## src/rtl/tes_pkg.sv

```systemverilog
// ----------------------------------------------------------------------------
// tes_pkg
// Shared constants, codes and a day-rule helper for the timed event table scheduler.
// ----------------------------------------------------------------------------
`default_nettype none

package tes_pkg;

  // field widths
  localparam int ACTION_W = 2;
  localparam int ID_W     = 8;
  localparam int DAY_W    = 4;
  localparam int MINUTE_W = 11;
  localparam int TODAY_W  = 3;
  localparam int KIND_W   = 2;
  localparam int STATUS_W = 2;
  localparam int TARGET_W = 7;

  // parameter defaults
  localparam int EVENT_SLOTS_DEF = 32;
  localparam int LIGHTS_DEF      = 32;

  // request codes
  localparam logic [ACTION_W-1:0] ACT_ADD_ON  = 2'd0;
  localparam logic [ACTION_W-1:0] ACT_ADD_OFF = 2'd1;
  localparam logic [ACTION_W-1:0] ACT_REMOVE  = 2'd2;
  localparam logic [ACTION_W-1:0] ACT_TICK    = 2'd3;

  // result kinds
  localparam logic [KIND_W-1:0] KIND_STATUS = 2'd0;
  localparam logic [KIND_W-1:0] KIND_ON     = 2'd1;
  localparam logic [KIND_W-1:0] KIND_OFF    = 2'd2;
  localparam logic [KIND_W-1:0] KIND_END    = 2'd3;

  // status codes
  localparam logic [STATUS_W-1:0] ST_OK        = 2'd0;
  localparam logic [STATUS_W-1:0] ST_BOUNDS    = 2'd1;
  localparam logic [STATUS_W-1:0] ST_FULL      = 2'd2;
  localparam logic [STATUS_W-1:0] ST_NOT_FOUND = 2'd3;

  // day rules beyond the single weekdays
  localparam logic [DAY_W-1:0] RULE_EVERY    = 4'd7;
  localparam logic [DAY_W-1:0] RULE_WEEKDAYS = 4'd8;
  localparam logic [DAY_W-1:0] RULE_WEEKEND  = 4'd9;

  localparam logic [TODAY_W-1:0] DAY_SUNDAY   = 3'd0;
  localparam logic [TODAY_W-1:0] DAY_MONDAY   = 3'd1;
  localparam logic [TODAY_W-1:0] DAY_FRIDAY   = 3'd5;
  localparam logic [TODAY_W-1:0] DAY_SATURDAY = 3'd6;

  function automatic logic rule_matches(input logic [DAY_W-1:0] rule,
                                        input logic [TODAY_W-1:0] today);
    logic hit;
    if (rule == RULE_WEEKEND) begin
      hit = (today == DAY_SUNDAY) || (today == DAY_SATURDAY);
    end else if (rule == RULE_WEEKDAYS) begin
      hit = (today >= DAY_MONDAY) && (today <= DAY_FRIDAY);
    end else begin
      hit = (rule == {1'b0, today}) || (rule == RULE_EVERY);
    end
    return hit;
  endfunction

endpackage

`default_nettype wire

```

## src/rtl/timed_event_table_scheduler_top.sv

```systemverilog
// ----------------------------------------------------------------------------
// timed_event_table_scheduler_top
// Light event table: add, remove and per-minute tick scan over a slot memory.
// ----------------------------------------------------------------------------
// Flow, input transfer to final result: an add with a bad id answers straight from idle;
//   an add walks the valid bits to the first free slot; a remove or a tick reads the
//   slots in turn (one slot read per cycle), then the read register, end, output reg.
// Occupancy: one item at a time; the next transfer can land on the edge that takes
//   the final result.
// Reset: synchronous; valid bits clear at reset, no clearing pass; no stall input.
`default_nettype none

module timed_event_table_scheduler_top
  import tes_pkg::*;
#(
  parameter int EVENT_SLOTS = EVENT_SLOTS_DEF,
  parameter int LIGHTS      = LIGHTS_DEF
) (
  input  wire logic                       clk,
  input  wire logic                       rst_n,
  input  wire logic                       start,
  output logic                            busy,
  input  wire logic [ACTION_W-1:0]        in_action,
  input  wire logic signed [ID_W-1:0]     in_light_id,
  input  wire logic [DAY_W-1:0]           in_day_code,
  input  wire logic [MINUTE_W-1:0]        in_minute,
  input  wire logic [TODAY_W-1:0]         in_current_day,
  output logic                            out_valid,
  output logic [KIND_W-1:0]               out_kind,
  output logic [STATUS_W-1:0]             out_status,
  output logic [TARGET_W-1:0]             out_target_light,
  output logic                            out_last
);

  localparam int ADDR_W  = (EVENT_SLOTS > 1) ? $clog2(EVENT_SLOTS) : 1;
  localparam int CNT_W   = $clog2(EVENT_SLOTS + 1);
  localparam int LIGHT_W = (LIGHTS > 1) ? $clog2(LIGHTS) : 1;
  localparam int ENTRY_W = LIGHT_W + DAY_W + MINUTE_W + 1;

  localparam logic [CNT_W-1:0] SLOTS_C  = CNT_W'(EVENT_SLOTS);
  localparam logic [ID_W-1:0]  LIGHTS_C = ID_W'(LIGHTS);

  // entry layout: {turns_off, light, rule, minute}
  localparam int MIN_LO   = 0;
  localparam int RULE_LO  = MINUTE_W;
  localparam int LIGHT_LO = MINUTE_W + DAY_W;
  localparam int OFF_BIT  = MINUTE_W + DAY_W + LIGHT_W;

  localparam logic [1:0] S_IDLE = 2'd0;
  localparam logic [1:0] S_ADD  = 2'd1;
  localparam logic [1:0] S_SCAN = 2'd2;

  logic [1:0]             state_r, state_nxt;
  logic [ACTION_W-1:0]    op_r, op_nxt;
  logic [ID_W-1:0]        id_r, id_nxt;
  logic [DAY_W-1:0]       day_r, day_nxt;
  logic [MINUTE_W-1:0]    min_r, min_nxt;
  logic [TODAY_W-1:0]     today_r, today_nxt;
  logic [CNT_W-1:0]       cnt_r, cnt_nxt;
  logic                   rd_en_r, rd_en_nxt;
  logic [EVENT_SLOTS-1:0] slot_valid_r, slot_valid_nxt;

  logic                   out_valid_r, out_valid_nxt;
  logic [KIND_W-1:0]      out_kind_r, out_kind_nxt;
  logic [STATUS_W-1:0]    out_status_r, out_status_nxt;
  logic [TARGET_W-1:0]    out_light_r, out_light_nxt;
  logic                   out_last_r, out_last_nxt;

  logic [ENTRY_W-1:0]     slot_mem [EVENT_SLOTS];
  logic [ENTRY_W-1:0]     rd_data_r;
  logic [ADDR_W-1:0]      rd_idx_r;
  logic                   rd_vld_r;

  logic                   accept;
  logic                   id_bad;
  logic [ADDR_W-1:0]      cnt_idx;
  logic                   rd_issue;
  logic                   wr_en;
  logic [ENTRY_W-1:0]     wr_data;

  logic [LIGHT_W-1:0]     rd_light;
  logic [DAY_W-1:0]       rd_rule;
  logic [MINUTE_W-1:0]    rd_minute;
  logic                   rd_off;
  logic                   tick_due;
  logic                   rm_hit;

  assign accept  = start && (state_r == S_IDLE);
  assign id_bad  = in_light_id[ID_W-1] || ({1'b0, in_light_id[ID_W-2:0]} >= LIGHTS_C);
  assign cnt_idx = cnt_r[ADDR_W-1:0];

  assign rd_light  = rd_data_r[LIGHT_LO +: LIGHT_W];
  assign rd_rule   = rd_data_r[RULE_LO +: DAY_W];
  assign rd_minute = rd_data_r[MIN_LO +: MINUTE_W];
  assign rd_off    = rd_data_r[OFF_BIT];

  assign tick_due = rd_vld_r && (rd_minute == min_r) && rule_matches(rd_rule, today_r);
  // a negative request id has its top bit set and can never equal a stored light
  assign rm_hit   = rd_vld_r && (ID_W'(rd_light) == id_r) && (rd_rule == day_r)
                    && (rd_minute == min_r);

  assign wr_data = {(op_r == ACT_ADD_OFF), id_r[LIGHT_W-1:0], day_r, min_r};

  always_comb begin
    state_nxt      = state_r;
    op_nxt         = op_r;
    id_nxt         = id_r;
    day_nxt        = day_r;
    min_nxt        = min_r;
    today_nxt      = today_r;
    cnt_nxt        = cnt_r;
    rd_en_nxt      = 1'b0;
    slot_valid_nxt = slot_valid_r;
    rd_issue       = 1'b0;
    wr_en          = 1'b0;
    out_valid_nxt  = 1'b0;
    out_kind_nxt   = KIND_STATUS;
    out_status_nxt = ST_OK;
    out_light_nxt  = '0;
    out_last_nxt   = 1'b0;

    unique case (state_r)
      S_IDLE: begin
        if (accept) begin
          op_nxt    = in_action;
          id_nxt    = in_light_id;
          day_nxt   = in_day_code;
          min_nxt   = in_minute;
          today_nxt = in_current_day;
          cnt_nxt   = '0;
          if (in_action == ACT_ADD_ON || in_action == ACT_ADD_OFF) begin
            if (id_bad) begin
              out_valid_nxt  = 1'b1;
              out_status_nxt = ST_BOUNDS;
              out_last_nxt   = 1'b1;
            end else begin
              state_nxt = S_ADD;
            end
          end else begin
            state_nxt = S_SCAN;
          end
        end
      end
      S_ADD: begin
        // walk valid bits for the lowest free slot
        if (cnt_r == SLOTS_C) begin
          out_valid_nxt  = 1'b1;
          out_status_nxt = ST_FULL;
          out_last_nxt   = 1'b1;
          state_nxt      = S_IDLE;
        end else if (!slot_valid_r[cnt_idx]) begin
          wr_en                   = 1'b1;
          slot_valid_nxt[cnt_idx] = 1'b1;
          out_valid_nxt           = 1'b1;
          out_status_nxt          = ST_OK;
          out_last_nxt            = 1'b1;
          state_nxt               = S_IDLE;
        end else begin
          cnt_nxt = cnt_r + 1'b1;
        end
      end
      S_SCAN: begin
        // issue stage: one memory read per cycle
        if (cnt_r != SLOTS_C) begin
          rd_issue  = 1'b1;
          rd_en_nxt = 1'b1;
          cnt_nxt   = cnt_r + 1'b1;
        end
        // compare stage on last cycle's read
        if (rd_en_r) begin
          if (op_r == ACT_TICK) begin
            if (tick_due) begin
              out_valid_nxt = 1'b1;
              out_kind_nxt  = rd_off ? KIND_OFF : KIND_ON;
              out_light_nxt = TARGET_W'(rd_light);
            end
          end else if (rm_hit) begin
            // first match only: drop the read already in flight
            slot_valid_nxt[rd_idx_r] = 1'b0;
            out_valid_nxt            = 1'b1;
            out_status_nxt           = ST_OK;
            out_last_nxt             = 1'b1;
            rd_en_nxt                = 1'b0;
            state_nxt                = S_IDLE;
          end
        end else if (cnt_r == SLOTS_C) begin
          out_valid_nxt  = 1'b1;
          out_last_nxt   = 1'b1;
          if (op_r == ACT_TICK) begin
            out_kind_nxt = KIND_END;
          end else begin
            out_status_nxt = ST_NOT_FOUND;
          end
          state_nxt = S_IDLE;
        end
      end
      default: begin
        state_nxt = S_IDLE;
      end
    endcase
  end

  always_ff @(posedge clk) begin
    if (!rst_n) begin
      state_r      <= S_IDLE;
      rd_en_r      <= 1'b0;
      slot_valid_r <= '0;
      out_valid_r  <= 1'b0;
    end else begin
      state_r      <= state_nxt;
      rd_en_r      <= rd_en_nxt;
      slot_valid_r <= slot_valid_nxt;
      out_valid_r  <= out_valid_nxt;
    end
  end

  always_ff @(posedge clk) begin
    op_r         <= op_nxt;
    id_r         <= id_nxt;
    day_r        <= day_nxt;
    min_r        <= min_nxt;
    today_r      <= today_nxt;
    cnt_r        <= cnt_nxt;
    out_kind_r   <= out_kind_nxt;
    out_status_r <= out_status_nxt;
    out_light_r  <= out_light_nxt;
    out_last_r   <= out_last_nxt;
  end

  // slot memory, one write and one registered read per cycle
  always_ff @(posedge clk) begin
    if (wr_en) begin
      slot_mem[cnt_idx] <= wr_data;
    end
    if (rd_issue) begin
      rd_data_r <= slot_mem[cnt_idx];
      rd_idx_r  <= cnt_idx;
      rd_vld_r  <= slot_valid_r[cnt_idx];
    end
  end

  assign busy             = (state_r != S_IDLE);
  assign out_valid        = out_valid_r;
  assign out_kind         = out_kind_r;
  assign out_status       = out_status_r;
  assign out_target_light = out_light_r;
  assign out_last         = out_last_r;

  // an accepted item is either being worked on or has its result next cycle
  a_accept_progress: assert property (@(posedge clk) disable iff (!rst_n)
    accept |=> (busy || out_valid_r))
    else $error("accepted item dropped");

  // adds only write into a free slot
  a_write_free: assert property (@(posedge clk) disable iff (!rst_n)
    wr_en |-> !slot_valid_r[cnt_idx])
    else $error("add overwrote a valid slot");

  // no read result pending while idle
  a_idle_drained: assert property (@(posedge clk) disable iff (!rst_n)
    (state_r == S_IDLE) |-> !rd_en_r)
    else $error("read in flight while idle");

  // end marker closes the tick; switch commands never do
  a_end_last: assert property (@(posedge clk) disable iff (!rst_n)
    out_valid_r |-> (out_last_r == (out_kind_r == KIND_STATUS || out_kind_r == KIND_END)))
    else $error("last flag wrong for result kind");

  // a final result always frees the block
  a_last_idle: assert property (@(posedge clk) disable iff (!rst_n)
    (out_valid_r && out_last_r) |-> (state_r == S_IDLE))
    else $error("final result while still busy");

endmodule

`default_nettype wire
```

## config.mk

```make
export PLATFORM = sky130hd
export DESIGN_NAME = timed_event_table_scheduler_top
export DESIGN_NICKNAME = d
export VERILOG_FILES = /design/src/rtl/tes_pkg.sv /design/src/rtl/timed_event_table_scheduler_top.sv
export SDC_FILE = /design/constraint.sdc
export NUM_CORES = 1
export LEC_CHECK = 0
export BUFFER_PORTS_ARGS = -buffer_cell sky130_fd_sc_hd__buf_2
export CAP_MARGIN = 5
export CORE_MARGIN = 1.5
export CORE_UTILIZATION = 56
export CTS_CLUSTER_DIAMETER = 80
export DETAILED_ROUTE_END_ITERATION = 10
export GPL_ROUTABILITY_DRIVEN = 0
export MAX_ROUTING_LAYER = met4
export PLACE_DENSITY = 0.75
export SYNTH_ARGS = -nofsm -noshare
export SYNTH_HDL_FRONTEND = slang
export SYNTH_SLANG_ARGS = --single-unit
```

## constraint.sdc

```tcl
create_clock -name clk -period 4.03 [get_ports clk]
set_input_delay 1.209 -clock clk [delete_from_list [all_inputs] [get_ports clk]]
set_output_delay 1.209 -clock clk [all_outputs]
set_load 0.01 [all_outputs]
```

==> flow_metrics.py <==
metrics = {
    "logic_synthesis": {
        "ys.warnings.count": 0,
        "synth_area_leaders": "edfxtp_1 (73%), mux4_2 (13%), dfxtp_1 (3.1%)",
        "syn_inst": 1498,
        "async_flop_share": 0,
        "synth_top_area_cell": "edfxtp_1",
        "yosysSeqAreaShare": 0.7613,
        "synth.most_common_cell": "edfxtp_1",
        "synthTopCellsByCount": "edfxtp_1 (733), mux4_2 (172), a22oi_1 (75), nor2_1 (57), nand2_1 (56)",
        "synth_cell_type_count": 57,
        "synth_top_area_share": 0.7307,
        "synth_top_flop_cell": "edfxtp_1",
        "synth_edf_count": 733,
        "ys_ff_latch": 779,
        "synth_area_um2": 30120,
        "avgSynthCellArea_um2": 20.11,
    },
    "cts": {
        "cts_tree": "done",
        "clk_path_buf_depth": 3,
        "cts-root-buf": "clkbuf_16",
        "clkSinkCount": 779,
        "cts_setup_buffers": 0,
        "cts-buffers-inserted": 76,
        "path_clk_slew_ns": 0.06,
        "cts.repair.resized": 0,
        "htree_levels": 3,
        "ctsHoldBuffers": 0,
        "worst_skew_pair.late_latency_ns": 0.64,
    },
    "worst_setup_path": {
        "crit_chain": "mux4_1 -> a32oi_1 -> o311ai_1 -> nor4_4 -> nand2_1 -> buf_4 -> nor2_2 -> buf_4",
        "worst-path-buf-inv": 2,
        "slowest_delay_ns": 0.62,
        "startpoint": "cnt_r[0]",
        "crit_required_ns": 4.31,
        "critPathMostFrequentCell": "buf_4",
        "crit-reg2reg-capture": "slot_mem[5][4]",
        "r2r_cells": 8,
        "critPathTopFamily": "simple AND/OR/NAND/NOR gates",
        "endpoint": "slot_mem[5][4]",
        "crit_cells": 8,
        "crit_path_start_kind": "flop",
        "arrival_ns": 3.61,
        "reg2reg_from": "cnt_r[0]",
        "endpoint_kind": "flop",
        "crit_type": "reg2reg",
        "ff2ff_setup_slack_ns": 0.70,
        "crit_slowest_cell": "mux4_1",
        "cp_max_fo": 16,
    },
    "grt": {
        "track_usage": 0.2910,
        "grt_pass1_wl_mm": 111.4,
        "antenna_found_initial": 0,
        "grt_max_degree": 138,
        "first_global_vias": 16280,
        "grt_overflow_total": 0,
    },
    "power_and_ir_drop": {
        "power_frac_comb": 0.166,
        "ir_drop_mv": 0.4284,
        "power.density_nw_per_um2": 576.5,
        "p_switching_mw": 5.192,
        "swShare": 0.2611,
        "p_leak_nw": 10.86,
        "pwr-share-seq": 0.479,
        "fin_total_pwr_mw": 19.89,
        "clockPowerShare": 0.355,
        "p_int_mw": 14.70,
    },
    "sta": {
        "finalMaxSlewViolations": 0,
        "maxSlewHeadroom": 0.1406,
        "min_period_ns": 3.333,
        "tightest_slew_ns": 1.283,
        "hold_violations": 0,
        "finClkSkew_ns": 0.02885,
        "rsz0062_at_grt": "false",
        "fmax_mhz": 300.0,
        "setup_viol_count_final": 0,
        "hold-worst-slack_ns": 0.4659,
        "finalSetupTns_ns": 0,
        "fin_crit_sh": 0.8270,
    },
    "die": {
        "die_h_um": 234.9,
        "coreArea_um2": 52870,
        "floorplan.die_area_um2": 55190,
        "die_w_um": 234.9,
        "start_util": 0.5698,
        "num_io_pins": 45,
        "rows": 84,
    },
    "drt": {
        "finalWirelength_mm": 76.58,
        "firstDrtPassIters": 7,
        "vias": 16310,
        "drtAntennaViolNets": 0,
        "drtIter0Drc": 2478,
        "via_per_inst": 6.853,
        "drt-wirelength-per-cell_um": 32.18,
        "drcViolationCount": 0,
    },
    "placed_design": {
        "io_buffers": 42,
        "hpwl_mm": 42.65,
        "dpl_cell_area_um2": 32040,
    },
    "run_status": {
        "status": "finished clean",
    },
    "final_layout": {
        "final_cell_area_um2": 34500,
        "nets": 1674,
        "drive_above_1_share": 0.2796,
        "area_delta_synth_final_pct": 14.52,
        "diodes": 0,
        "nFillCells": 3313,
    },
    "worst_hold_path": {
        "hold_path_depth": 2,
        "hp-start": "slot_valid_r[5]",
        "hp-class": "reg2reg",
    },
    "flow_run": {
        "maxCapViolCount": 0,
    },
}
## cell type report
| type | instances | area, um2 | share of cell area |
|---|---|---|---|
| Clock buffer | 96 | 2008 | 0.05821 |
| Multi-Input combinational cell | 624 | 7014 | 0.2033 |
| Timing Repair Buffer | 140 | 1184 | 0.03431 |
| Sequential cell | 779 | 22930 | 0.6648 |
| Tap cell | 688 | 860.8 | 0.02495 |
| Clock inverter | 39 | 445.4 | 0.01291 |
| Inverter | 14 | 52.55 | 0.001523 |
## logic make-up after synthesis
group	share of synthesized area
flops	0.7613
simple gates	0.03896
mux	0.1339
compound gates	0.04133
buf+inv	0.01354
xor+xnor	0.007559
fa+ha+maj	0.003323
other cells	0.0001245
## power groups by stage
stage	combinational, mW	sequential (mW)	clock (mW)
5_1_grt	3.47	9.55	7.43
2_1_floorplan	2.19	9.64	0
6_report	3.30	9.52	7.07
3_3_place_gp	3.21	9.67	0
3_5_place_dp	3.26	9.69	0
4_1_cts	3.29	9.52	7.13
## per-layer routing
metal,track usage,share of wire,vias up
met3,0.06238,0.12,188
li1,-,-,6528
met5,-,0,-
met1,0.3900,0.36,8312
met4,0.1175,0.043,0
met2,0.4405,0.48,1283
## worst min-delay path: stages, from the launching register on
cell and delay, ns:
dfxtp_1 0.31, nand2_1 0.05, o22ai_1 0.05
## per-stage QoR
stage               utilization  worst slack (ns)  cells
finish                   0.6525            0.6972   2380
global placement         0.6061            0.8231   2245
floorplan                     -           0.03884   1499
global route             0.6525            0.5488   2380
detailed placement       0.6061            0.7783   2245
CTS                      0.6525            0.7322   2380
## layout by cell type, fill, tap and decap left out, types with 21 or more instances in the layout
| cell | instances |
|---|---|
| dfxtp_1 | 46 |
| nand4_1 | 25 |
| nor2_4 | 22 |
| nand3_1 | 24 |
| buf_4 | 79 |
| buf_2 | 42 |
| clkbuf_16 | 77 |
| edfxtp_1 | 733 |
| nor2_1 | 21 |
| nand2_1 | 56 |
| mux4_2 | 172 |
| a22oi_1 | 75 |
## worst min-delay path by stage
stage	to
6_report	slot_valid_r[5]
5_1_grt	slot_valid_r[5]
4_1_cts	slot_valid_r[5]
3_5_place_dp	slot_valid_r[5]
3_3_place_gp	slot_valid_r[5]
2_1_floorplan	slot_valid_r[31]
## registers in the layout, indices dropped and copies added (netlist names), 3 cells and up
name,count
cnt_r,6
today_r,3
id_r,8
rd_idx_r,5
day_r,4
rd_data_r,21
min_r,11
out_target_light,5
slot_valid_r,32
slot_mem,672
No activity file was read; power rests on OpenSTA's default activity.
